**config.mk**
```make
export PLATFORM = sky130hd
export DESIGN_NAME = arrival_release_queue
export DESIGN_NICKNAME = d
export VERILOG_FILES = /design/src/rtl/core/arq_pkg.sv /design/src/rtl/core/arrival_release_queue.sv /design/src/rtl/core/arq_mem.sv
export SDC_FILE = /design/constraint.sdc
export NUM_CORES = 1
export LEC_CHECK = 0
export BUFFER_PORTS_ARGS = -buffer_cell sky130_fd_sc_hd__buf_2
export CAP_MARGIN = 10
export CORE_MARGIN = 10
export CORE_UTILIZATION = 60
export DETAILED_ROUTE_END_ITERATION = 10
export PLACE_DENSITY = 0.77
export SYNTH_ARGS = -nofsm -noshare
export SYNTH_HDL_FRONTEND = slang
export SYNTH_HIERARCHICAL = 1
export SYNTH_SLANG_ARGS = --single-unit
```
**constraint.sdc**
```tcl
create_clock -name clk -period 9.5 [get_ports clk]
set_clock_uncertainty 0.15 [all_clocks]
set_input_delay 1.9 -clock clk [delete_from_list [all_inputs] [get_ports clk]]
set_output_delay 1.9 -clock clk [all_outputs]
set_load 0.02 [all_outputs]
```
**src/rtl/core/arq_pkg.sv**
```systemverilog
`default_nettype none
package arq_pkg;

  typedef enum logic [1:0] {
    REQ_INSERT      = 2'd0,
    REQ_TICK        = 2'd1,
    REQ_REMOVE_RDY  = 2'd2,
    REQ_REMOVE_PEND = 2'd3
  } req_t;

  typedef enum logic [1:0] {
    ERR_OK      = 2'd0,
    ERR_EMPTY   = 2'd1,
    ERR_INVALID = 2'd2,
    ERR_FULL    = 2'd3
  } err_t;

  localparam int ID_W    = 4;
  localparam int CNT_W   = 5;
  localparam int FTIME_W = 16;

endpackage
`default_nettype wire

```
**src/rtl/core/arrival_release_queue.sv**
```systemverilog
`default_nettype none
// Time-ordered release queue. It holds a pending list, kept stably sorted by
// arrival time, and a ready FIFO, both in synchronous memories with registered
// read data. A request is accepted only while the block is idle, and it gives
// exactly one result word, which is held until it is taken. A rejected request
// has its result word offered in the next cycle. An insert walks the pending
// list from the tail: for each entry examined it reads the entry, fetches its
// key and compares, shifting a later entry up by one place, at most L entries
// for a pending list of length L; then it places the new entry. A remove at
// index i from a list of length L shifts the L-i-1 entries after it down. A
// tick checks each pending head in turn until the list is empty, the head is
// not yet due or the ready FIFO is full; each head that is released moves to
// the ready FIFO and the other L-1 entries of a list of length L shift down.
// Configuration is accepted only while no request is in progress.
module arrival_release_queue #(
  parameter int MAX_PROCS = 16,
  parameter int TIME_BITS = 16
) (
  input  wire logic                         clk,
  input  wire logic                         rst,
  input  wire logic                         cfg_valid,
  output logic                              cfg_ready,
  input  wire logic [arq_pkg::CNT_W-1:0]    cfg_data,
  input  wire logic                         in_valid,
  output logic                              in_stall,
  input  wire logic [1:0]                   req_type,
  input  wire logic [arq_pkg::ID_W-1:0]     proc_id,
  input  wire logic [arq_pkg::FTIME_W-1:0]  arrival_time,
  input  wire logic [arq_pkg::FTIME_W-1:0]  time_now,
  input  wire logic [arq_pkg::ID_W-1:0]     position,
  output logic                              out_valid,
  input  wire logic                         out_stall,
  output logic [arq_pkg::ID_W-1:0]          removed_id,
  output logic [arq_pkg::CNT_W-1:0]         moved_count,
  output logic [1:0]                        error_code
);

  localparam int AW = (MAX_PROCS > 1) ? $clog2(MAX_PROCS) : 1;
  localparam int LW = $clog2(MAX_PROCS + 1);
  localparam int IW = arq_pkg::ID_W;
  localparam logic [LW-1:0] FULL_LEN = LW'(MAX_PROCS);
  localparam logic [31:0] MAX_U = 32'(MAX_PROCS);

  typedef enum logic [11:0] {
    S_IDLE    = 12'b000000000001,
    S_INS_RD  = 12'b000000000010,
    S_INS_KEY = 12'b000000000100,
    S_INS_CMP = 12'b000000001000,
    S_INS_PUT = 12'b000000010000,
    S_TCK_CHK = 12'b000000100000,
    S_TCK_KEY = 12'b000001000000,
    S_TCK_CMP = 12'b000010000000,
    S_REM_GOT = 12'b000100000000,
    S_SH_RD   = 12'b001000000000,
    S_SH_WR   = 12'b010000000000,
    S_OUT     = 12'b100000000000
  } state_t;

  state_t state;
  logic [arq_pkg::CNT_W-1:0] proc_count;
  logic [LW-1:0] pend_len, rdy_len;
  arq_pkg::req_t req_r;
  logic [IW-1:0] id_r;
  logic [TIME_BITS-1:0] t_r;
  logic [LW-1:0] idx;
  logic [IW-1:0] cur_id;
  logic list_rdy;
  logic [IW-1:0] got;
  logic [arq_pkg::CNT_W-1:0] moved;
  arq_pkg::err_t err_r;

  logic p_we, r_we, a_we;
  logic [AW-1:0] p_wa, p_ra, r_wa, r_ra, a_wa, a_ra;
  logic [IW-1:0] p_wd, p_rd, r_wd, r_rd;
  logic [TIME_BITS-1:0] a_wd, a_rd;

  arq_mem #(.DEPTH(MAX_PROCS), .WIDTH(IW)) u_pend (
    .clk, .we(p_we), .waddr(p_wa), .wdata(p_wd), .raddr(p_ra), .rdata(p_rd));
  arq_mem #(.DEPTH(MAX_PROCS), .WIDTH(IW)) u_rdy (
    .clk, .we(r_we), .waddr(r_wa), .wdata(r_wd), .raddr(r_ra), .rdata(r_rd));
  arq_mem #(.DEPTH(MAX_PROCS), .WIDTH(TIME_BITS)) u_arr (
    .clk, .we(a_we), .waddr(a_wa), .wdata(a_wd), .raddr(a_ra), .rdata(a_rd));

  assign cfg_ready   = (state == S_IDLE);
  assign in_stall    = (state != S_IDLE);
  assign out_valid   = (state == S_OUT);
  assign removed_id  = got;
  assign moved_count = moved;
  assign error_code  = err_r;

  logic [LW-1:0] len_in, len_sel;
  logic [31:0] id32, pos32, len32;
  logic [IW-1:0] sh_data;
  logic tck_move;
  arq_pkg::err_t ins_err, rem_err;

  assign len_in   = (req_type == arq_pkg::REQ_REMOVE_RDY) ? rdy_len : pend_len;
  assign len_sel  = list_rdy ? rdy_len : pend_len;
  assign id32     = 32'(proc_id);
  assign pos32    = 32'(position);
  assign len32    = 32'(len_in);
  assign sh_data  = list_rdy ? r_rd : p_rd;
  assign tck_move = (a_rd <= t_r) && (rdy_len != FULL_LEN);

  always_comb begin
    ins_err = arq_pkg::ERR_OK;
    if (({1'b0, proc_id} >= proc_count) || (id32 >= MAX_U)) begin
      ins_err = arq_pkg::ERR_INVALID;
    end else if (pend_len == FULL_LEN) begin
      ins_err = arq_pkg::ERR_FULL;
    end
  end

  always_comb begin
    rem_err = arq_pkg::ERR_OK;
    if (proc_count == '0) begin
      rem_err = arq_pkg::ERR_EMPTY;
    end else if ({1'b0, position} >= proc_count) begin
      rem_err = arq_pkg::ERR_INVALID;
    end else if (len_in == '0) begin
      rem_err = arq_pkg::ERR_EMPTY;
    end else if ((pos32 >= len32) || (pos32 >= MAX_U)) begin
      rem_err = arq_pkg::ERR_INVALID;
    end
  end

  always_comb begin
    p_we = 1'b0;
    r_we = 1'b0;
    a_we = 1'b0;
    p_wa = AW'(idx);
    p_wd = cur_id;
    r_wa = AW'(idx);
    r_wd = sh_data;
    a_wa = AW'(proc_id);
    a_wd = TIME_BITS'(arrival_time);
    p_ra = '0;
    r_ra = '0;
    a_ra = AW'(p_rd);
    case (state)
      S_IDLE: begin
        p_ra = AW'(position);
        r_ra = AW'(position);
        a_we = in_valid && (req_type == arq_pkg::REQ_INSERT) && (ins_err == arq_pkg::ERR_OK);
      end
      S_INS_RD: p_ra = AW'(idx - LW'(1));
      S_INS_CMP: p_we = (a_rd > t_r);
      S_INS_PUT: begin
        p_we = 1'b1;
        p_wd = id_r;
      end
      S_TCK_CMP: begin
        r_we = tck_move;
        r_wa = AW'(rdy_len);
        r_wd = cur_id;
      end
      S_SH_RD: begin
        p_ra = AW'(idx + LW'(1));
        r_ra = AW'(idx + LW'(1));
      end
      S_SH_WR: begin
        p_we = !list_rdy;
        r_we = list_rdy;
        p_wd = sh_data;
      end
      default: ;
    endcase
  end

  always_ff @(posedge clk) begin
    if (rst) begin
      state <= S_IDLE;
      proc_count <= 5'd16;
      pend_len <= '0;
      rdy_len <= '0;
      req_r <= arq_pkg::REQ_INSERT;
      id_r <= '0;
      t_r <= '0;
      idx <= '0;
      cur_id <= '0;
      list_rdy <= 1'b0;
      got <= '0;
      moved <= '0;
      err_r <= arq_pkg::ERR_OK;
    end else begin
      case (state)
        S_IDLE: begin
          if (cfg_valid) proc_count <= cfg_data;
          if (in_valid) begin
            req_r <= arq_pkg::req_t'(req_type);
            id_r <= proc_id;
            got <= '0;
            moved <= '0;
            err_r <= arq_pkg::ERR_OK;
            case (arq_pkg::req_t'(req_type))
              arq_pkg::REQ_INSERT: begin
                t_r <= TIME_BITS'(arrival_time);
                idx <= pend_len;
                if (ins_err != arq_pkg::ERR_OK) begin
                  err_r <= ins_err;
                  state <= S_OUT;
                end else if (pend_len == '0) begin
                  state <= S_INS_PUT;
                end else begin
                  state <= S_INS_RD;
                end
              end
              arq_pkg::REQ_TICK: begin
                t_r <= TIME_BITS'(time_now);
                idx <= '0;
                list_rdy <= 1'b0;
                state <= S_TCK_CHK;
              end
              default: begin
                idx <= LW'(position);
                list_rdy <= (req_type == arq_pkg::REQ_REMOVE_RDY);
                if (rem_err != arq_pkg::ERR_OK) begin
                  err_r <= rem_err;
                  state <= S_OUT;
                end else begin
                  state <= S_REM_GOT;
                end
              end
            endcase
          end
        end
        S_INS_RD: state <= S_INS_KEY;
        S_INS_KEY: begin
          cur_id <= p_rd;
          state <= S_INS_CMP;
        end
        S_INS_CMP: begin
          if (a_rd > t_r) begin
            idx <= idx - LW'(1);
            state <= (idx == LW'(1)) ? S_INS_PUT : S_INS_RD;
          end else begin
            state <= S_INS_PUT;
          end
        end
        S_INS_PUT: begin
          pend_len <= pend_len + LW'(1);
          state <= S_OUT;
        end
        S_TCK_CHK: state <= (pend_len == '0) ? S_OUT : S_TCK_KEY;
        S_TCK_KEY: begin
          cur_id <= p_rd;
          state <= S_TCK_CMP;
        end
        S_TCK_CMP: begin
          if (a_rd > t_r) begin
            state <= S_OUT;
          end else if (rdy_len == FULL_LEN) begin
            err_r <= arq_pkg::ERR_FULL;
            state <= S_OUT;
          end else begin
            rdy_len <= rdy_len + LW'(1);
            moved <= moved + 5'd1;
            idx <= '0;
            if (pend_len == LW'(1)) begin
              pend_len <= '0;
              state <= S_TCK_CHK;
            end else begin
              state <= S_SH_RD;
            end
          end
        end
        S_REM_GOT: begin
          got <= sh_data;
          if ((idx + LW'(1)) >= len_sel) begin
            if (list_rdy) rdy_len <= rdy_len - LW'(1);
            else pend_len <= pend_len - LW'(1);
            state <= S_OUT;
          end else begin
            state <= S_SH_RD;
          end
        end
        S_SH_RD: state <= S_SH_WR;
        S_SH_WR: begin
          idx <= idx + LW'(1);
          if ((idx + LW'(2)) >= len_sel) begin
            if (list_rdy) rdy_len <= rdy_len - LW'(1);
            else pend_len <= pend_len - LW'(1);
            state <= (req_r == arq_pkg::REQ_TICK) ? S_TCK_CHK : S_OUT;
          end else begin
            state <= S_SH_RD;
          end
        end
        S_OUT: begin
          if (!out_stall) state <= S_IDLE;
        end
        default: begin
          state <= S_IDLE;
        end
      endcase
    end
  end

  a_out_hold: assert property (@(posedge clk) disable iff (rst)
    (out_valid && out_stall) |=> (out_valid && $stable(removed_id) &&
                                  $stable(moved_count) && $stable(error_code)));
  a_state_onehot: assert property (@(posedge clk) disable iff (rst) $onehot(state));
  a_pend_len: assert property (@(posedge clk) disable iff (rst) pend_len <= FULL_LEN);
  a_rdy_len: assert property (@(posedge clk) disable iff (rst) rdy_len <= FULL_LEN);
  a_busy: assert property (@(posedge clk) disable iff (rst) out_valid |-> in_stall);

endmodule
`default_nettype wire

```
**src/rtl/core/arq_mem.sv**
```systemverilog
`default_nettype none
module arq_mem #(
  parameter int DEPTH = 16,
  parameter int WIDTH = 4
) (
  input  wire logic                     clk,
  input  wire logic                     we,
  input  wire logic [$clog2(DEPTH)-1:0] waddr,
  input  wire logic [WIDTH-1:0]         wdata,
  input  wire logic [$clog2(DEPTH)-1:0] raddr,
  output logic      [WIDTH-1:0]         rdata
);

  logic [WIDTH-1:0] mem [DEPTH];

  always_ff @(posedge clk) begin
    if (we) begin
      mem[waddr] <= wdata;
    end
    rdata <= mem[raddr];
  end

endmodule
`default_nettype wire
```
==> results_dict.tcl <==
set metrics [dict create \
    status "complete, no violations" \
    die_w_um 206 \
    cts_tree "done" \
    yosysMostFrequentCell "edfxtp_1" \
    die_h_um 206 \
    cts.sinks 478 \
    crit_type "input pin to flop" \
    met3_usage_pct 4.50 \
    cts_buffer_depth 3 \
    slew_violations 0 \
    ys_ff_latch 478 \
    final_cell_count_no_fill 1922 \
    numCtsBuffers 47 \
    drc 0 \
    end_kind "flop" \
    grt_use_total_pct 22.6 \
    htreeDepth 2 \
    r2r_slack_ps 4420 \
    synthesis.nets 1461 \
    use_met2_pct 36.6 \
    grt_first_pass_wirelength_um 73100 \
    wl_per_cell_um 24.7 \
    post-place-ws_ps 3870 \
    viasPerCell 6.41 \
    grt_overflow 0 \
    io_pins 66 \
    syn2layout_area_growth_pct 11.1 \
    rsz0062_at_grt "false" \
    fin_tns_setup_ps 0 \
    setup_violations 0 \
    crit_fanout 16 \
    num-nets-final 1533 \
    syn_inst 1357 \
    io_buffers 65 \
    vdd_ir_drop_max_v 0.000174 \
    power.density_nw_per_um2 254 \
    dp_cells 1833 \
    synth_flop_cell "edfxtp_1" \
    core-area_um2 34400 \
    async_flop_share_pct 0 \
    clk_pin_slew_worst_paths_ps 60 \
    hold_viol 0 \
    ys_types 80 \
    worstMarginPinSlew_ps 1120 \
    drt_iter0_markers 1277 \
    period_minus_slack_ps 5130 \
    core.rowCount 68 \
    final_antenna_net_count 0 \
    hpwl_um 31100 \
    vias 12300 \
    synth_area_um2 20800 \
    max_cap_violations 0 \
    setup_ws_ps 4370 \
    cts_setup_buffers 0 \
    yosysWarningCount 6 \
    post-route-period-util_pct 54.0 \
    max-slew-margin-rel_pct 24.4 \
    yosys.area.top_type_share_pct 55.5 \
    grt_max_degree 68 \
    hold_buffers 0 \
    routed_wl_um 47500 \
    grt-busiest-layer "met2" \
    yosys-top-cells-count "384 x edfxtp_1, 120 x nor2_1, 94 x dfxtp_1" \
    dr.pass1.iters 5 \
    start_kind "input pin" \
    synth_edf_count 384 \
    antenna_found_initial 1 \
    met1_usage_pct 30.5 \
    fmax_ghz 0.195 \
    hold_path_class "flop to flop" \
    synth.avg_cell_area_um2 15.3 \
    p_leak_uw 0.00790 \
    die_area_um2 42500 \
    cts_resized 0 \
    gp_congestion 0.939 \
    crit_arrival_ps 5160 \
    cp.required_ps 9530 \
    ys_seq_area_share_pct 64.6 \
    first_global_vias 12400 \
    clock-root-buffer "clkbuf_16" \
    clk_latency_ps 570 \
    ys_top_cells_by_area "edfxtp_1 56%, dfxtp_1 9.1%, mux4_2 6.3%" \
    synth_top_area_cell "edfxtp_1" \
    initial_core_util_pct 60.4 \
    drive_gt1_share_pct 17.9 \
]
[where the power goes]
| group | switching (µW) | total (µW) | internal (µW) | leakage [µW] |
|---|---|---|---|---|
| registers | 109 | 2510 | 2400 | 0.00424 |
| logic | 852 | 1480 | 627 | 0.00291 |
| clock network | 778 | 1860 | 1080 | 0.000748 |
| total | 1740 | 5850 | 4110 | 0.00790 |
[state kept, by name, indices dropped and copies added (netlist names), 4 cells and up]
signal / cells
cur_id: 4
id_r: 4
idx: 5
moved_count: 5
pend_len: 5
proc_count: 5
rdy_len: 5
removed_id: 4
state: 12
t_r: 16
u_arr/mem: 256
u_arr/rdata: 16
u_pend/mem: 64
u_pend/rdata: 4
u_rdy/mem: 64
u_rdy/rdata: 4
[metrics by stage]
step	hold slack (ps)	utilization, %	cell area (µm²)	total power (µW)
3_3_place_gp	292	62.6	21500	3960
2_1_floorplan	282	-	20800	3610
4_1_cts	308	67.1	23100	5850
6_report	309	67.1	23100	5850
5_1_grt	337	67.1	23100	6090
3_5_place_dp	299	62.6	21500	4000
[layout by cell type, fill, tap and decap left out, types with 9 or more instances in the layout]
| cell | count |
|---|---|
| edfxtp_1 | 384 |
| nor2_1 | 115 |
| dfxtp_1 | 92 |
| nand2_1 | 73 |
| buf_2 | 65 |
| mux4_2 | 58 |
| ha_1 | 51 |
| a22oi_1 | 49 |
| clkbuf_16 | 47 |
| a21oi_1 | 45 |
| mux2i_1 | 39 |
| mux4_1 | 38 |
| inv_1 | 35 |
| nand3_1 | 33 |
| a211oi_1 | 24 |
| buf_4 | 24 |
| nor3_1 | 23 |
| o21ai_0 | 22 |
| nand2b_1 | 15 |
| nor2b_1 | 13 |
| a21o_1 | 12 |
| o31ai_1 | 11 |
| xnor2_1 | 11 |
| clkinv_2 | 10 |
| clkinv_1 | 10 |
| nand3b_1 | 9 |
| or4_1 | 9 |
[area by class of cell]
class | count | area [µm²]
repair buffers | 89 | 505
flip-flops and latches | 478 | 13400
multi-input cells | 776 | 6890
well taps | 455 | 569
clock inverters | 31 | 324
diodes | 1 | 2.50
clock buffers | 55 | 1220
inverters | 37 | 140
fillers | 2282 | 11300
[routing by layer]
metal	vias to the layer above	wire length, µm
met4	2	1230
met3	92	3800
met1	6169	19500
met5	-	13
met2	537	23000
li1	5513	-
[critical path, cell delays in order]
cell     delay [ps]
buf_2           220
inv_1            70
ha_1            290
nor2b_1         110
o21ai_0         100
a21oi_1         160
nor2_1          110
nor4_1          860
or3b_2          600
nor2_2          730
[kinds of logic (layout without fill, tap and decap cells)]
group	count (synthesis)	after routing	synth area share, %
flip-flops	478	478	64.6
AND/OR/NAND/NOR	360	360	8.98
XOR/XNOR	14	14	0.590
AO/OA/AOI/OAI	211	211	7.03
multiplexers	139	139	13.2
other	0	1	0
buffers and inverters	103	212	2.45
adder cells (fa/ha/maj)	52	52	3.17
[path summary, 6_finish.rpt]
| path | start | end | cells after the start |
|---|---|---|---|
| hold / removal | id_r[2] | id_r[2] | 2 |
| setup / recovery | proc_id[0] | u_arr/mem[1][1] | 10 |
| setup reg to reg | state[11] | u_arr/mem[1][1] | 8 |
| hold reg to reg | id_r[2] | id_r[2] | 2 |
No activity file was read; power rests on OpenSTA's default activity.
